$ cat config.mk
export PLATFORM = sky130hd
export DESIGN_NAME = modular_exponentiation
export DESIGN_NICKNAME = d
export VERILOG_FILES = /design/src/hdl/mme_pkg.sv /design/src/hdl/mme_cell.sv /design/src/hdl/mme_mulmod.sv /design/src/hdl/modular_exponentiation.sv
export VERILOG_INCLUDE_DIRS = /design/src /design/src/hdl
export SDC_FILE = /design/constraint.sdc
export NUM_CORES = 2
export LEC_CHECK = 0
export BUFFER_PORTS_ARGS = -buffer_cell sky130_fd_sc_hd__buf_2
export CAP_MARGIN = 10
export CORE_MARGIN = 2
export CORE_UTILIZATION = 23
export CTS_CLUSTER_DIAMETER = 80
export DETAILED_ROUTE_END_ITERATION = 10
export SLEW_MARGIN = 30
export SYNTH_ARGS = -nofsm -noshare
export SYNTH_HDL_FRONTEND = slang
export SYNTH_HIERARCHICAL = 1
export SYNTH_SLANG_ARGS = --single-unit
$ cat constraint.sdc
create_clock -name clk_i -period 53.4 [get_ports clk_i]
set_input_delay 10.68 -clock clk_i [delete_from_list [all_inputs] [get_ports clk_i]]
set_output_delay 10.68 -clock clk_i [all_outputs]
set_load 0.01 [all_outputs]
$ cat src/hdl/assert_macros.svh
// Assertion macros shared by the RTL.
// Clocked, reset-gated property check reporting through $error.
`ifndef ASSERT_MACROS_SVH
`define ASSERT_MACROS_SVH

// Check prop at every rising clk edge while rst_n is high.
`define MME_ASSERT(lbl, clk, rst_n, prop, msg) \
  lbl: assert property (@(posedge clk) disable iff (!(rst_n)) (prop)) else $error(msg);

`endif

$ cat src/hdl/mme_pkg.sv
// Package for the modular exponentiation block.
// Constants, register indexes and the multiplier status type; no dependencies.
`timescale 1ns / 1ps

package mme_pkg;

  localparam int unsigned FIELD_W      = 64;
  localparam int unsigned NUM_BITS_DEF = 64;
  localparam int unsigned CFG_IDX_W    = 1;

  localparam logic [FIELD_W-1:0] RESET_MODULUS   = FIELD_W'(71);
  localparam logic [FIELD_W-1:0] RESET_GENERATOR = FIELD_W'(61);

  localparam logic [CFG_IDX_W-1:0] REG_MODULUS   = CFG_IDX_W'(0);
  localparam logic [CFG_IDX_W-1:0] REG_GENERATOR = CFG_IDX_W'(1);

  localparam logic KIND_PUBLIC = 1'b0;
  localparam logic KIND_SHARED = 1'b1;

  typedef struct packed {
    logic busy;
    logic done;
  } mul_status_t;

endpackage

$ cat src/hdl/mme_cell.sv
// One cell of the multiplier operand chain: holds one bit, loads or
// passes its bit to the next cell up. Uses nothing else.
`timescale 1ns / 1ps

module mme_cell (
  input  logic clk_i,
  input  logic load_i,
  input  logic load_bit_i,
  input  logic shift_i,
  input  logic shift_in_i,
  output logic bit_o
);

  logic bit_q, bit_d;

  always_comb begin
    bit_d = bit_q;
    if (load_i) begin
      bit_d = load_bit_i;
    end else if (shift_i) begin
      bit_d = shift_in_i;
    end
  end

  always_ff @(posedge clk_i) begin
    bit_q <= bit_d;
  end

  assign bit_o = bit_q;

endmodule

$ cat src/hdl/mme_mulmod.sv
// Bit-serial modular multiplier: (a * b) mod m, one bit of b per cycle,
// b held in a chain of mme_cell. Depends on mme_pkg and mme_cell.
`timescale 1ns / 1ps

module mme_mulmod #(
  parameter int unsigned NUM_BITS = mme_pkg::NUM_BITS_DEF
) (
  input  logic                 clk_i,
  input  logic                 rst_ni,
  input  logic                 start_i,
  input  logic [NUM_BITS-1:0]  a_i,
  input  logic [NUM_BITS-1:0]  b_i,
  input  logic [NUM_BITS-1:0]  m_i,
  output logic [NUM_BITS-1:0]  prod_o,
  output mme_pkg::mul_status_t status_o
);
  import mme_pkg::*;

  localparam int unsigned CNT_W = $clog2(NUM_BITS);

  logic [NUM_BITS-1:0] acc_q, acc_d, a_q, m_q;
  logic [CNT_W-1:0]    cnt_q, cnt_d;
  logic                busy_q, busy_d, done_q, done_d;
  logic [NUM_BITS-1:0] chain;
  logic [NUM_BITS:0]   s1, s2;
  logic [NUM_BITS-1:0] r1, r2;

  for (genvar i = 0; i < NUM_BITS; i++) begin : g_cell
    mme_cell u_cell (
      .clk_i      (clk_i),
      .load_i     (start_i),
      .load_bit_i (b_i[i]),
      .shift_i    (busy_q),
      .shift_in_i ((i == 0) ? 1'b0 : chain[(i == 0) ? 0 : i-1]),
      .bit_o      (chain[i])
    );
  end

  always_comb begin
    s1 = {1'b0, acc_q} + {1'b0, acc_q};
    r1 = (s1 >= {1'b0, m_q}) ? NUM_BITS'(s1 - {1'b0, m_q}) : s1[NUM_BITS-1:0];
    s2 = {1'b0, r1} + {1'b0, a_q};
    r2 = (s2 >= {1'b0, m_q}) ? NUM_BITS'(s2 - {1'b0, m_q}) : s2[NUM_BITS-1:0];

    acc_d  = acc_q;
    cnt_d  = cnt_q;
    busy_d = busy_q;
    done_d = 1'b0;
    if (start_i) begin
      acc_d  = '0;
      cnt_d  = CNT_W'(NUM_BITS - 1);
      busy_d = 1'b1;
    end else if (busy_q) begin
      acc_d = chain[NUM_BITS-1] ? r2 : r1;
      cnt_d = cnt_q - CNT_W'(1);
      if (cnt_q == '0) begin
        busy_d = 1'b0;
        done_d = 1'b1;
      end
    end
  end

  always_ff @(posedge clk_i or negedge rst_ni) begin
    if (!rst_ni) begin
      busy_q <= 1'b0;
      done_q <= 1'b0;
      cnt_q  <= '0;
    end else begin
      busy_q <= busy_d;
      done_q <= done_d;
      cnt_q  <= cnt_d;
    end
  end

  always_ff @(posedge clk_i) begin
    acc_q <= acc_d;
    if (start_i) begin
      a_q <= a_i;
      m_q <= m_i;
    end
  end

  assign prod_o          = acc_q;
  assign status_o.busy   = busy_q;
  assign status_o.done   = done_q;

endmodule

$ cat src/hdl/modular_exponentiation.sv
// Base reduction then square-and-multiply over NUM_BITS exponent bits, each
// modular product computed in the bit-serial multiplier; a modulus below two
// gives zero without any product.
// One beat at a time. Reset (async, active low) clears control and loads
// modulus 71 and generator 61.
`timescale 1ns / 1ps

module modular_exponentiation #(
  parameter int unsigned NUM_BITS = mme_pkg::NUM_BITS_DEF
) (
  input  logic                                 clk_i,
  input  logic                                 rst_ni,
  input  logic                                 cfg_we_i,
  input  logic [mme_pkg::CFG_IDX_W-1:0]        cfg_idx_i,
  input  logic [mme_pkg::FIELD_W-1:0]          cfg_data_i,
  input  logic                                 s_axis_tvalid_i,
  output logic                                 s_axis_tready_o,
  // peer_key [63:0], secret_exponent [127:64]
  input  logic [2*mme_pkg::FIELD_W-1:0]        s_axis_tdata_i,
  // kind [0]
  input  logic                                 s_axis_tuser_i,
  output logic                                 m_axis_tvalid_o,
  input  logic                                 m_axis_tready_i,
  // power_result [63:0]
  output logic [mme_pkg::FIELD_W-1:0]          m_axis_tdata_o
);
  import mme_pkg::*;

  `include "assert_macros.svh"

  localparam int unsigned CNT_W = $clog2(NUM_BITS);

  typedef enum logic [2:0] {
    ST_IDLE, ST_RED, ST_SQ, ST_MUL, ST_FIN
  } state_e;

  state_e              state_q;
  logic [FIELD_W-1:0]  modulus_q, generator_q;
  logic [NUM_BITS-1:0] m_q, base_q, exp_q, acc_q, op_a_q, op_b_q;
  logic [CNT_W-1:0]    ecnt_q;
  logic                start_q, start_d;
  logic                out_valid_q, out_valid_d;
  logic [NUM_BITS-1:0] out_data_q;
  logic [NUM_BITS-1:0] prod;
  mul_status_t         mul_st;
  logic                in_fire;
  logic [NUM_BITS-1:0] in_m;

  assign in_fire = s_axis_tvalid_i && s_axis_tready_o;
  assign in_m    = modulus_q[NUM_BITS-1:0];
  assign s_axis_tready_o = (state_q == ST_IDLE);

  assign start_d = (in_fire && !(in_m < NUM_BITS'(2))) ||
                   (state_q == ST_RED && mul_st.done) ||
                   ((state_q == ST_SQ || state_q == ST_MUL) && mul_st.done &&
                    ((state_q == ST_SQ && exp_q[NUM_BITS-1]) || ecnt_q != '0));

  assign out_valid_d = (state_q == ST_FIN && (!out_valid_q || m_axis_tready_i)) ||
                       (out_valid_q && !m_axis_tready_i);

  mme_mulmod #(.NUM_BITS(NUM_BITS)) u_mul (
    .clk_i    (clk_i),
    .rst_ni   (rst_ni),
    .start_i  (start_q),
    .a_i      (op_a_q),
    .b_i      (op_b_q),
    .m_i      (m_q),
    .prod_o   (prod),
    .status_o (mul_st)
  );

  always_ff @(posedge clk_i or negedge rst_ni) begin
    if (!rst_ni) begin
      modulus_q   <= RESET_MODULUS;
      generator_q <= RESET_GENERATOR;
    end else if (cfg_we_i) begin
      unique case (cfg_idx_i)
        REG_MODULUS:   modulus_q   <= cfg_data_i;
        REG_GENERATOR: generator_q <= cfg_data_i;
        default: ;
      endcase
    end
  end

  always_ff @(posedge clk_i or negedge rst_ni) begin
    if (!rst_ni) begin
      state_q     <= ST_IDLE;
      start_q     <= 1'b0;
      out_valid_q <= 1'b0;
      ecnt_q      <= '0;
    end else begin
      start_q     <= start_d;
      out_valid_q <= out_valid_d;
      unique case (state_q)
        ST_IDLE: begin
          if (in_fire) begin
            m_q    <= in_m;
            exp_q  <= s_axis_tdata_i[FIELD_W +: NUM_BITS];
            ecnt_q <= CNT_W'(NUM_BITS - 1);
            if (in_m < NUM_BITS'(2)) begin
              acc_q   <= '0;
              state_q <= ST_FIN;
            end else begin
              op_a_q  <= NUM_BITS'(1);
              op_b_q  <= (s_axis_tuser_i == KIND_SHARED) ?
                         s_axis_tdata_i[NUM_BITS-1:0] : generator_q[NUM_BITS-1:0];
              state_q <= ST_RED;
            end
          end
        end
        ST_RED: begin
          if (mul_st.done) begin
            base_q  <= prod;
            op_a_q  <= NUM_BITS'(1);
            op_b_q  <= NUM_BITS'(1);
            state_q <= ST_SQ;
          end
        end
        ST_SQ, ST_MUL: begin
          if (mul_st.done) begin
            if (state_q == ST_SQ && exp_q[NUM_BITS-1]) begin
              op_a_q  <= prod;
              op_b_q  <= base_q;
              state_q <= ST_MUL;
            end else if (ecnt_q == '0) begin
              acc_q   <= prod;
              state_q <= ST_FIN;
            end else begin
              exp_q   <= exp_q << 1;
              ecnt_q  <= ecnt_q - CNT_W'(1);
              op_a_q  <= prod;
              op_b_q  <= prod;
              state_q <= ST_SQ;
            end
          end
        end
        ST_FIN: begin
          if (!out_valid_q || m_axis_tready_i) begin
            out_data_q  <= acc_q;
            state_q     <= ST_IDLE;
          end
        end
        default: state_q <= ST_IDLE;
      endcase
    end
  end

  assign m_axis_tvalid_o = out_valid_q;
  assign m_axis_tdata_o  = FIELD_W'(out_data_q);

  `MME_ASSERT(a_busy_after_accept, clk_i, rst_ni, in_fire |=> !s_axis_tready_o, "accepted while busy")
  `MME_ASSERT(a_done_in_run, clk_i, rst_ni, mul_st.done |-> (state_q == ST_RED || state_q == ST_SQ || state_q == ST_MUL), "multiplier done outside a run")
  `MME_ASSERT(a_prod_reduced, clk_i, rst_ni, (mul_st.done && state_q != ST_IDLE) |-> (prod < m_q), "product not reduced")

endmodule
==> results by group <==
STA
  • Hold Slack: roughly 380 ps
  • Skew final: about 50 ps
  • Final critical-path required period: 12870 ps
  • Slew Limit Fails: 0
  • Unrepaired setup endpoints after global routing: no
  • Max Fclk: slightly below 80 MHz
  • Fin. Hold Viols: 0
  • Final setup fails: 0
  • Final worst slack: 40530 ps
  • Worst-Margin Slew: 1034 ps
  • Relative slew slack: 30.49%
  • Fin Setup TNS: 0 ps
  • Fin crit share: 24.09%

CTS
  • # hold bufs at CTS: 0
  • Register clock-pin slew on the reported worst setup and hold paths: 70 ps
  • H-tree depth: 3
  • Worst skew pair latency: about 700 ps
  • Post-CTS setup buffers: 0
  • CTS resizes: 0
  • Clk sink count: 851
  • Clock buffer depth: 3
  • CTS Buf Count: 83
  • CTS tree: built
  • Root Buffer: clkbuf_16

Die
  • Starting Density: between 20% and 30%
  • Die ar.: 201200 sq um
  • Die Height: about 450 um
  • FP Rows: roughly 160
  • Core area: around 200000 sq um
  • DIE WIDTH: around 450 um
  • Ports: 265

Power
  • Total power per unit cell area: roughly 27 nW/um^2
  • Part of the power in the clock network: between 40% and 50%
  • Gate power share: around 3.0%
  • Maximum VDD drop: approximately 23 uV
  • Leak: roughly 21 nW
  • Net Sw Power: a little over 0.3 mW
  • Switching share of power: roughly 22%
  • Sequential share of power: around 52%
  • Int Pwr: ~1.1 mW
  • Pwr Total: between 1 and 1.5 mW

Drt
  • Routed WL: around 140000 um
  • Final ANT Viol Nets: 0
  • Avg WL per Cell: 20.87 um
  • Total number of vias: between 30000 and 40000
  • Vias per std cell: 4.716
  • DRT iter0 DRCs: 3025
  • First-pass DRT Iterations: 8
  • DRC viols: 0

Min path
  • Hold Crit Class: reg -> reg
  • Min-delay src: m_q[50]$_DFFE_PP_

Yosys
  • Area of the mapped netlist: 45450 sq um
  • Yosys warning total: 6
  • Syn nets: ~4400
  • Avg Cell Area, Syn: approximately 11 sq um
  • Post-synthesis cell count: between 3000 and 4000

Final layout
  • Post-Layout Cell Count: approximately 6900
  • Final core utilization: a little over a quarter
  • Area Overhead vs Synth: 15.79%
  • Final #Nets: about 4600
  • Multi-input logic area: ~20000 sq um
  • Filler Cell Count: between 20000 and 25000
  • Post-route cell area: around 53000 sq um
  • Layout cells sized above 1: between 10% and 20%
  • FF/Latch Area: between 20000 and 25000 sq um

Global routing
  • Grt ovf: 0
  • Pin count of the biggest net entering global routing: about 160
  • Tot GR Track Use: between 10% and 20%
  • First-pass GRT wire length: ~210000 um
  • Antenna violations before repair: 6
  • Vias in the first global route: between 30000 and 40000

Critical path
  • CP Class: reg -> out
  • Crit-path max FO: 14
  • Worst Path Arrival: 2190 ps
  • Setup crit start: state_q[2]$_DFFE_PN0P_
  • Startpoint types: register
  • Reg2reg start: u_mul/prod_o[16]$_SDFFE_PP0P_
  • CP Capture Type: primary output
  • WP data required: 42720 ps

Placement
  • Dpl ws: ~40000 ps
  • Port bufs: approximately 260
  • Area post-placement: approximately 50000 sq um
  • DP HPWL: around 110000 um
  • Placed cells: a little under 7000
  • GP Congestion: 0.9448

Run status
  • Run status: finished clean

Flow run
  • Max_cap viols: 0
## routing by layer
metal / vias to the layer above / track usage, % / part of all wire, %
met2: 1110 / 22.68 / 46
met1: 16051 / 18.50 / 44
met4: 6 / 5.057 / 3.8
met5: - / 0 / 0.023
met3: 198 / 1.820 / 5.2
li1: 15215 / - / -
## power by group through the flow
stage / registers (mW) / logic, mW / clock network [mW]
after global placement: 0.747 / 0.0408 / 0
final: 0.733 / 0.0415 / 0.626
after CTS: 0.734 / 0.0423 / 0.641
after floorplan: 0.741 / 0.0234 / 0
after detailed placement: 0.748 / 0.0421 / 0
after global routing: 0.735 / 0.0452 / 0.666
## area by class of cell
| cell class | instances | area share [%] |
|---|---|---|
| Multi-Input combinational cell | 2836 | 38.07 |
| Antenna cell | 1 | 0.004755 |
| Clock inverter | 49 | 1.232 |
| Sequential cell | 851 | 45.98 |
| Inverter | 124 | 0.8845 |
| Tap cell | 2640 | 6.277 |
| Timing Repair Buffer | 301 | 3.193 |
| Clock buffer | 107 | 4.356 |
## path summary, 6_finish.rpt
| path | end | slack (ps) | depth (start not counted) |
|---|---|---|---|
| max | s_axis_tready_o | 40530 | 2 |
| min | u_mul/m_q[50]$_DFFE_PP_ | 380 | 0 |
| max reg2reg | u_mul/prod_o[24]$_SDFFE_PP0P_ | 42040 | 33 |
| min reg2reg | u_mul/m_q[50]$_DFFE_PP_ | 380 | 0 |
| max in group asynchronous | in_m[29]$_DFFE_PN0P_ | 41230 | 4 |
| min in group asynchronous | generator_q[54]$_DFFE_PN0P_ | 9830 | 1 |
## placed cells by master, fill, tap and decap left out, types with 86 or more instances in the layout
cell type,count
nand2_1,433
xnor2_1,118
a21o_1,97
o21ai_0,204
inv_1,124
dfrtp_1,136
buf_2,262
a21oi_1,277
clkbuf_16,87
edfxtp_1,640
mux2i_1,157
and2_1,86
nor2_1,211
ha_1,195
mux2_2,160
## state kept, by name, summed over array words and instances (netlist names)
register and cells:
acc_q 64, base_q 64, exp_q 64, generator_q 64
in_m 64, m_axis_tdata_o 64, m_q 64, op_a_q 64
op_b_q 64, u_mul/a_q 64, u_mul/g_cell.u_cell/bit_o 64, u_mul/m_q 64
u_mul/prod_o 64, ecnt_q 6, u_mul/cnt_q 6, state_q 3
m_axis_tvalid_o 1, start_q 1, u_mul/busy_q 1, u_mul/done_q 1
## critical path, stage by stage, from the launching register on
cell and delay (ps):
dfrtp_1 610, nor3_1 590, buf_2 270
Note: power is estimated with default switching activity, not from simulation.
